## config.mk

```make
export PLATFORM = sky130hd
export DESIGN_NAME = graph_text_tokenizer
export DESIGN_NICKNAME = d
export VERILOG_FILES = /design/src/sv/gtt_pkg.sv /design/src/sv/graph_text_tokenizer.sv
export SDC_FILE = /design/constraint.sdc
export NUM_CORES = 1
export LEC_CHECK = 0
export ABC_AREA = 1
export BUFFER_PORTS_ARGS = -buffer_cell sky130_fd_sc_hd__buf_2
export CELL_PAD_IN_SITES_DETAIL_PLACEMENT = 1
export CELL_PAD_IN_SITES_GLOBAL_PLACEMENT = 2
export CORE_MARGIN = 3
export CORE_UTILIZATION = 37
export DETAILED_ROUTE_END_ITERATION = 7
export GPL_TIMING_DRIVEN = 0
export PLACE_DENSITY_LB_ADDON = 0.1
export SYNTH_ARGS = -nofsm -noshare
export SYNTH_HDL_FRONTEND = slang
export SYNTH_SLANG_ARGS = --single-unit
```

## constraint.sdc

```tcl
create_clock -name clock -period 4.7 [get_ports clock]
set_clock_uncertainty 0.05 [all_clocks]
set_input_delay 0.705 -clock clock [delete_from_list [all_inputs] [get_ports clock]]
set_output_delay 0.705 -clock clock [all_outputs]
set_load 0.01 [all_outputs]
```

## src/sv/gtt_pkg.sv

```systemverilog
`timescale 1ns / 1ps
// ----------------------------------------------------------------------------
// gtt_pkg
// Types and constants of the graph text tokenizer: token kinds, scan modes,
// character codes and the result word.
// ----------------------------------------------------------------------------
package gtt_pkg;

   localparam int KIND_W   = 4;
   localparam int START_W  = 20;
   localparam int LEN_W    = 6;
   localparam int BYTE_W   = 8;

   localparam logic [LEN_W-1:0] TOKEN_LENGTH_RESET = 6'd32;

   // result queue
   localparam int FIFO_DEPTH = 4;
   localparam int PTR_W      = 2;
   localparam int CNT_W      = 3;

   localparam logic [BYTE_W-1:0] CH_SPACE = 8'h20;
   localparam logic [BYTE_W-1:0] CH_UP_A  = 8'h41;
   localparam logic [BYTE_W-1:0] CH_UP_Z  = 8'h5A;
   localparam logic [BYTE_W-1:0] CH_LO_A  = 8'h61;
   localparam logic [BYTE_W-1:0] CH_LO_Z  = 8'h7A;
   localparam logic [BYTE_W-1:0] CH_ZERO  = 8'h30;
   localparam logic [BYTE_W-1:0] CH_NINE  = 8'h39;
   localparam logic [BYTE_W-1:0] CH_DOT   = 8'h2E;
   localparam logic [BYTE_W-1:0] CH_COMMA = 8'h2C;
   localparam logic [BYTE_W-1:0] CH_EQUAL = 8'h3D;
   localparam logic [BYTE_W-1:0] CH_OPEN  = 8'h7B;
   localparam logic [BYTE_W-1:0] CH_CLOSE = 8'h7D;
   localparam logic [BYTE_W-1:0] CH_END   = 8'hFF;

   typedef enum logic [KIND_W-1:0] {
      KIND_COMMA = 4'd0,
      KIND_EQUAL = 4'd1,
      KIND_OPEN  = 4'd2,
      KIND_CLOSE = 4'd3,
      KIND_IDENT = 4'd4,
      KIND_NUM   = 4'd5,
      KIND_END   = 4'd6,
      KIND_BAD   = 4'd7,
      KIND_LONG  = 4'd8
   } kind_type;

   typedef enum logic [4:0] {
      MODE_IDLE  = 5'b00001,
      MODE_IDENT = 5'b00010,
      MODE_INT   = 5'b00100,
      MODE_FRAC  = 5'b01000,
      MODE_ERROR = 5'b10000
   } mode_type;

   typedef struct packed {
      kind_type               kind;
      logic [START_W-1:0]     start;
      logic [LEN_W-1:0]       length;
      logic                   last;
   } result_type;

   function automatic logic is_letter(input logic [BYTE_W-1:0] c);
      return (c >= CH_UP_A && c <= CH_UP_Z) || (c >= CH_LO_A && c <= CH_LO_Z);
   endfunction

   function automatic logic is_digit(input logic [BYTE_W-1:0] c);
      return c >= CH_ZERO && c <= CH_NINE;
   endfunction

endpackage

```

## src/sv/graph_text_tokenizer.sv

```systemverilog
`timescale 1ns / 1ps
// ----------------------------------------------------------------------------
// graph_text_tokenizer
// Splits a stream of text bytes into comma, equals, brace, identifier and
// number tokens; reports bad symbols, over-long tokens and the end of text.
// ----------------------------------------------------------------------------
//  channel  dir   handshake            word
//  req_     in    req_valid/req_ready  text_byte, is_end
//  rsp_     out   rsp_valid/rsp_ready  token_kind, token_start, token_length,
//                                      last_of_run
//  csr_     in    csr_valid/csr_ready  max_token_length
//
//  one byte is accepted per cycle while req_ready is high; the scan state updates at acceptance and
//  the zero, one or two results go into a four-word result queue
//  a byte that gives two results fills two words of the result queue
//  req_ready drops only while the queue holds three or more words
//  reset (synchronous) empties the queue, clears the scan state and sets the
//  length limit to 32
// ----------------------------------------------------------------------------
module graph_text_tokenizer #(
   parameter int MAX_LEN     = 32,
   parameter int OFFSET_BITS = 20
) (
   input  logic                          clock,
   input  logic                          reset,

   input  logic                          req_valid,
   output logic                          req_ready,
   input  logic [gtt_pkg::BYTE_W-1:0]    req_text_byte,
   input  logic                          req_is_end,

   output logic                          rsp_valid,
   input  logic                          rsp_ready,
   output logic [gtt_pkg::KIND_W-1:0]    rsp_token_kind,
   output logic [gtt_pkg::START_W-1:0]   rsp_token_start,
   output logic [gtt_pkg::LEN_W-1:0]     rsp_token_length,
   output logic                          rsp_last_of_run,

   input  logic                          csr_valid,
   output logic                          csr_ready,
   input  logic [gtt_pkg::LEN_W-1:0]     csr_max_token_length
);

   localparam int START_W = gtt_pkg::START_W;
   localparam int LEN_W   = gtt_pkg::LEN_W;

   // state
   gtt_pkg::mode_type              mode_ff, mode_in;
   logic [OFFSET_BITS-1:0]         pstart_ff, pstart_in;
   logic [LEN_W-1:0]               plen_ff, plen_in;
   logic [OFFSET_BITS-1:0]         offset_ff, offset_in;
   logic [LEN_W-1:0]               max_len_ff;

   // result queue
   gtt_pkg::result_type            queue_ff [gtt_pkg::FIFO_DEPTH];
   logic [gtt_pkg::PTR_W-1:0]      wr_ptr_ff, wr_ptr_in;
   logic [gtt_pkg::PTR_W-1:0]      rd_ptr_ff, rd_ptr_in;
   logic [gtt_pkg::CNT_W-1:0]      count_ff, count_in;

   logic                           req_fire, rsp_fire;
   logic                           end_mark, pending, extend;
   logic [gtt_pkg::BYTE_W-1:0]     c;
   logic [LEN_W-1:0]               limit;
   logic [START_W+OFFSET_BITS-1:0] offset_wide, pstart_wide;
   logic [START_W-1:0]             offset_start, pstart_start;
   gtt_pkg::result_type            flush_word, second_word, slot0, slot1;
   logic                           flush_valid, second_valid;
   logic [1:0]                     push_count;

   assign csr_ready = 1'b1;
   assign req_ready = count_ff <= gtt_pkg::CNT_W'(gtt_pkg::FIFO_DEPTH - 2);
   assign req_fire  = req_valid && req_ready;
   assign rsp_valid = count_ff != '0;
   assign rsp_fire  = rsp_valid && rsp_ready;

   assign c        = req_text_byte;
   assign end_mark = req_is_end || (c == gtt_pkg::CH_END);
   assign pending  = (mode_ff == gtt_pkg::MODE_IDENT) || (mode_ff == gtt_pkg::MODE_INT) ||
                     (mode_ff == gtt_pkg::MODE_FRAC);
   assign extend   = ((mode_ff == gtt_pkg::MODE_IDENT) &&
                      (gtt_pkg::is_letter(c) || gtt_pkg::is_digit(c))) ||
                     ((mode_ff == gtt_pkg::MODE_INT) &&
                      (gtt_pkg::is_digit(c) || c == gtt_pkg::CH_DOT)) ||
                     ((mode_ff == gtt_pkg::MODE_FRAC) && gtt_pkg::is_digit(c));

   // zero acts as one, anything above MAX_LEN as MAX_LEN
   always_comb begin
      if (max_len_ff == '0) begin
         limit = LEN_W'(1);
      end else if (max_len_ff > LEN_W'(MAX_LEN)) begin
         limit = LEN_W'(MAX_LEN);
      end else begin
         limit = max_len_ff;
      end
   end

   // offsets go out as their low START_W bits, zero extended if narrower
   assign offset_wide  = {{START_W{1'b0}}, offset_ff};
   assign pstart_wide  = {{START_W{1'b0}}, pstart_ff};
   assign offset_start = offset_wide[START_W-1:0];
   assign pstart_start = pstart_wide[START_W-1:0];

   always_comb begin
      mode_in      = mode_ff;
      pstart_in    = pstart_ff;
      plen_in      = plen_ff;
      offset_in    = offset_ff + OFFSET_BITS'(1);
      flush_valid  = 1'b0;
      second_valid = 1'b0;

      flush_word.kind   = (mode_ff == gtt_pkg::MODE_IDENT) ? gtt_pkg::KIND_IDENT :
                                                              gtt_pkg::KIND_NUM;
      flush_word.start  = pstart_start;
      flush_word.length = plen_ff;
      flush_word.last   = 1'b0;

      second_word.kind   = gtt_pkg::KIND_END;
      second_word.start  = offset_start;
      second_word.length = LEN_W'(1);
      second_word.last   = 1'b1;

      if (end_mark) begin
         flush_valid        = pending;
         second_valid       = 1'b1;
         second_word.length = '0;
         mode_in            = gtt_pkg::MODE_IDLE;
         pstart_in          = '0;
         plen_in            = '0;
         offset_in          = '0;
      end else if (mode_ff == gtt_pkg::MODE_ERROR) begin
         // bytes ignored until the end mark
      end else if (extend) begin
         if (plen_ff >= limit) begin
            second_valid       = 1'b1;
            second_word.kind   = gtt_pkg::KIND_LONG;
            second_word.start  = pstart_start;
            second_word.length = plen_ff;
            mode_in            = gtt_pkg::MODE_ERROR;
         end else begin
            plen_in = plen_ff + LEN_W'(1);
            if (mode_ff == gtt_pkg::MODE_INT && c == gtt_pkg::CH_DOT) begin
               mode_in = gtt_pkg::MODE_FRAC;
            end
         end
      end else begin
         if (pending) begin
            flush_valid = 1'b1;
            mode_in     = gtt_pkg::MODE_IDLE;
            plen_in     = '0;
         end
         if (c > gtt_pkg::CH_SPACE) begin
            second_valid = 1'b1;
            case (c)
               gtt_pkg::CH_COMMA: second_word.kind = gtt_pkg::KIND_COMMA;
               gtt_pkg::CH_EQUAL: second_word.kind = gtt_pkg::KIND_EQUAL;
               gtt_pkg::CH_OPEN:  second_word.kind = gtt_pkg::KIND_OPEN;
               gtt_pkg::CH_CLOSE: second_word.kind = gtt_pkg::KIND_CLOSE;
               default: begin
                  if (gtt_pkg::is_letter(c) || gtt_pkg::is_digit(c)) begin
                     second_valid = 1'b0;
                     mode_in      = gtt_pkg::is_letter(c) ? gtt_pkg::MODE_IDENT :
                                                            gtt_pkg::MODE_INT;
                     pstart_in    = offset_ff;
                     plen_in      = LEN_W'(1);
                  end else begin
                     second_word.kind = gtt_pkg::KIND_BAD;
                     mode_in          = gtt_pkg::MODE_ERROR;
                  end
               end
            endcase
         end
      end

      flush_word.last = !second_valid;
   end

   // pack the results into the queue slots in order
   always_comb begin
      slot0 = flush_valid ? flush_word : second_word;
      slot1 = second_word;
      if (req_fire) begin
         push_count = {1'b0, flush_valid} + {1'b0, second_valid};
      end else begin
         push_count = '0;
      end
      wr_ptr_in = wr_ptr_ff + gtt_pkg::PTR_W'(push_count);
      rd_ptr_in = rd_ptr_ff + gtt_pkg::PTR_W'(rsp_fire);
      count_in  = count_ff + gtt_pkg::CNT_W'(push_count) - gtt_pkg::CNT_W'(rsp_fire);
   end

   always_ff @(posedge clock) begin
      if (reset) begin
         mode_ff    <= gtt_pkg::MODE_IDLE;
         pstart_ff  <= '0;
         plen_ff    <= '0;
         offset_ff  <= '0;
         max_len_ff <= gtt_pkg::TOKEN_LENGTH_RESET;
         wr_ptr_ff  <= '0;
         rd_ptr_ff  <= '0;
         count_ff   <= '0;
      end else begin
         if (req_fire) begin
            mode_ff   <= mode_in;
            pstart_ff <= pstart_in;
            plen_ff   <= plen_in;
            offset_ff <= offset_in;
         end
         if (csr_valid && csr_ready) begin
            max_len_ff <= csr_max_token_length;
         end
         wr_ptr_ff <= wr_ptr_in;
         rd_ptr_ff <= rd_ptr_in;
         count_ff  <= count_in;
      end
   end

   always_ff @(posedge clock) begin
      if (push_count != 2'd0) begin
         queue_ff[wr_ptr_ff] <= slot0;
      end
      if (push_count == 2'd2) begin
         queue_ff[wr_ptr_ff + gtt_pkg::PTR_W'(1)] <= slot1;
      end
   end

   assign rsp_token_kind   = queue_ff[rd_ptr_ff].kind;
   assign rsp_token_start  = queue_ff[rd_ptr_ff].start;
   assign rsp_token_length = queue_ff[rd_ptr_ff].length;
   assign rsp_last_of_run  = queue_ff[rd_ptr_ff].last;

endmodule
```

==> out/summary.txt <==
Status: completed
Die Height: 180 um
Area of the multi-input gates: 5360 um2
Setup TNS: 0 ns
Fin crit share: 0.903
Total of max-cap violations: 0
Via/cell ratio: 5.29
Number of CTS-inserted buffers: 17
First-pass GRT wire length: 61800 um
FFs w/ async S/R, synth: 0
Net Sw Frac: 0.392
Initial Util: 0.377
Sequential element share of the synthesized area: 0.443
HP Class: in2reg
Worst-Skew Late Latency: 0.45 ns
Wire per inst: 19.6 um
Predominant post-synthesis flop cell: edfxtp_1
Max IR drop VDD: 0.224 mV
Initial antenna violation count: 0
CTS tree: done
Die width: 180 um
Core box area: 29700 um2
1st-iter DRT viols: 545
Syn avg cell area: 7.41 um2
Post-Route WL: 39000 um
Nets@finish: 1616
Num ports: 54
CTS root buf: clkbuf_16
Sequential Power Share: 0.392
Layout area overhead: 12.1%
GRT Util Overall: 0.242
Clock Sinks: 188
Post-Syn Nets: 1547
Final core occ: 0.423
Cell area after synthesis: 11200 um2
Max Freq: 236 MHz
Least-Margin Pin Slew: 0.891 ns
Post-synthesis register bit count: 188
Pin count of the biggest net entering global routing: 33
Vias after detailed routing: 10500
Remaining DRCs: 0
Global route overflow: 0
Switching pwr: 2.05 mW
RSZ-0062 raised after global routing: no
WP data arrival: 4.49 ns
EDFF count, synth: 120
Setup CP Type: reg2reg
Period minus WS final: 4.24 ns
Req. time, crit path: 4.95 ns
Netlist cell types: 43
Final hold viol count: 0
Comb pwr share: 0.336
Dpl ws: -0.530 ns
CP max FO: 32
Crit end category: register
Hold buffer count at cts: 0
DP HPWL: 29000 um
PD cells: 416 nW/um2
YS warnings: 0
Vias in the first global route: 10700
Routability cong.: 0.837
Antenna viol nets, final: 0
Diode count: 0
CTS Buffer Depth: 2
Clk pin slew, worst setup/hold paths: 0.08 ns
Drt pass-1 iters: 5
Post-Syn Instances: 1512
Die ar.: 32400 um2
Fill count: 3753
Worst slew margin relative to its limit: 0.406
Setup ws final: 0.455 ns
Row cnt: 63
Overall power: 5.23 mW
Leakage: 5.36 nW
Clock share of power: 0.273
Fin. max-slew vios: 0
Design area: 12600 um2
Final setup fails: 0
Int Pwr: 3.18 mW
Register Area: 4960 um2
Port bufs: 51
Layout cells sized above 1: 0.124
Crit start category: register
Htree depth: 4
Cell Area, Placed: 11900 um2
[what timing repair did]
item,in CTS,in global routing
buffers inserted,0,0
endpoints found under the setup margin,144,132
gates resized for setup,7,10
[sequential cells by signal (all words and copies together), names as in the netlist]
| name | count |
|---|---|
| count_ff | 3 |
| rd_ptr_ff | 2 |
| pstart_ff | 20 |
| plen_ff | 6 |
| wr_ptr_ff | 2 |
| offset_ff | 20 |
| max_len_ff | 6 |
| queue_ff | 124 |
| mode_ff | 5 |
[kinds of logic after synthesis]
| kind of cell | count (synthesis) | share of synthesized area |
|---|---|---|
| other cells | 1 | 0.000335 |
| xor+xnor | 11 | 0.00860 |
| compound gates | 180 | 0.0893 |
| buf+inv | 216 | 0.0810 |
| flops | 188 | 0.443 |
| fa+ha+maj | 15 | 0.0174 |
| simple gates | 901 | 0.360 |
[cell usage after synthesis (2+ instances only)]
cell / instances / area (um2)
xor2_1: 7 / 61.3
inv_1: 125 / 469
nor2_1: 157 / 589
nand2_4: 15 / 169
buf_2: 28 / 140
xnor2_1: 4 / 35.0
clkbuf_1: 38 / 143
nand2_1: 392 / 1470
buf_4: 3 / 22.5
inv_2: 16 / 60.1
buf_6: 3 / 33.8
edfxtp_1: 120 / 3600
ha_1: 14 / 175
o22ai_1: 31 / 194
nand4_1: 27 / 169
nor2_2: 7 / 43.8
nand3_1: 255 / 1280
dfxtp_1: 68 / 1360
o21ai_0: 83 / 415
a21oi_1: 53 / 265
nor3_1: 18 / 90.1
a211oi_1: 2 / 15.0
a21oi_4: 2 / 32.5
nand3_2: 2 / 20.0
o21a_1: 2 / 15.0
nand2_2: 23 / 144
[power by group through the flow]
| stage | Clock [mW] | Combinational, mW | Sequential [mW] |
|---|---|---|---|
| final | 1.43 | 1.76 | 2.05 |
| after CTS | 1.45 | 1.76 | 2.05 |
| after floorplan | 0 | 1.09 | 2.05 |
| after global placement | 0 | 1.72 | 2.09 |
| after global routing | 1.51 | 1.96 | 2.07 |
| after detailed placement | 0 | 1.75 | 2.09 |
[routing by layer]
layer  track usage  up-vias  wire, um
li1              -     5188         -
met1         0.343     5081     19000
met2         0.403      199     18200
met3        0.0269       33      1360
met4        0.0511        0       463
met5             0        -         0
[path summary, 6_finish.rpt]
kind	startpoint	endpoint	slack, ns	depth (start not counted)
worst min register to register	queue_ff[3][0]	queue_ff[3][0]	0.44	1
worst min-delay path	csr_max_token_length[5]	max_len_ff[5]	0.42	3
worst max-delay path	max_len_ff[2]	queue_ff[1][28]	0.46	24
worst max register to register	max_len_ff[2]	queue_ff[1][28]	0.46	24
[critical path, cell delays in order, from the launching register on]
cell and delay (ns):
dfxtp_1 0.33, nor3_1 0.18, nand2_1 0.09, nand2_1 0.08, nand2_1 0.08, ha_1 0.30, nand2_1 0.08, nor2_1 0.11
nand2_1 0.13, nand3_4 0.21, inv_1 0.13, nand2_1 0.11, nand3_1 0.09, nand2_1 0.16, ha_1 0.18, inv_1 0.04
nor2_1 0.31, nand2_1 0.19, inv_1 0.14, nand2_1 0.11, inv_2 0.27, nor2_2 0.09, bufinv_8 0.38, nand2_1 0.12
nor2_1 0.14
[final cells by class]
| class | count | share of cell area |
|---|---|---|
| clock buffers | 19 | 0.0361 |
| well taps | 390 | 0.0389 |
| flip-flops and latches | 188 | 0.395 |
| clock inverters | 13 | 0.00827 |
| repair buffers | 51 | 0.0203 |
| plain buffers | 73 | 0.0295 |
| multi-input cells | 1108 | 0.427 |
| inverters | 142 | 0.0447 |
[cells in the final DEF, fill, tap and decap left out, drive strengths merged, types with 7 or more instances in the layout]
cell type / instances
nand3: 257
o22ai: 31
edfxtp: 120
nor3: 19
a21oi: 56
o21ai: 85
nand2: 431
nor2: 165
clkbuf: 56
xor2: 7
buf: 87
nand4: 28
ha: 14
dfxtp: 68
inv: 150
[stage by stage]
step,instances,hold slack [ns]
3_3_place_gp,1953,0.413
6_report,1984,0.419
4_1_cts,1984,0.401
2_1_floorplan,1512,0.400
3_5_place_dp,1953,0.425
5_1_grt,1984,0.421
Power figures use the tool's default switching activity.
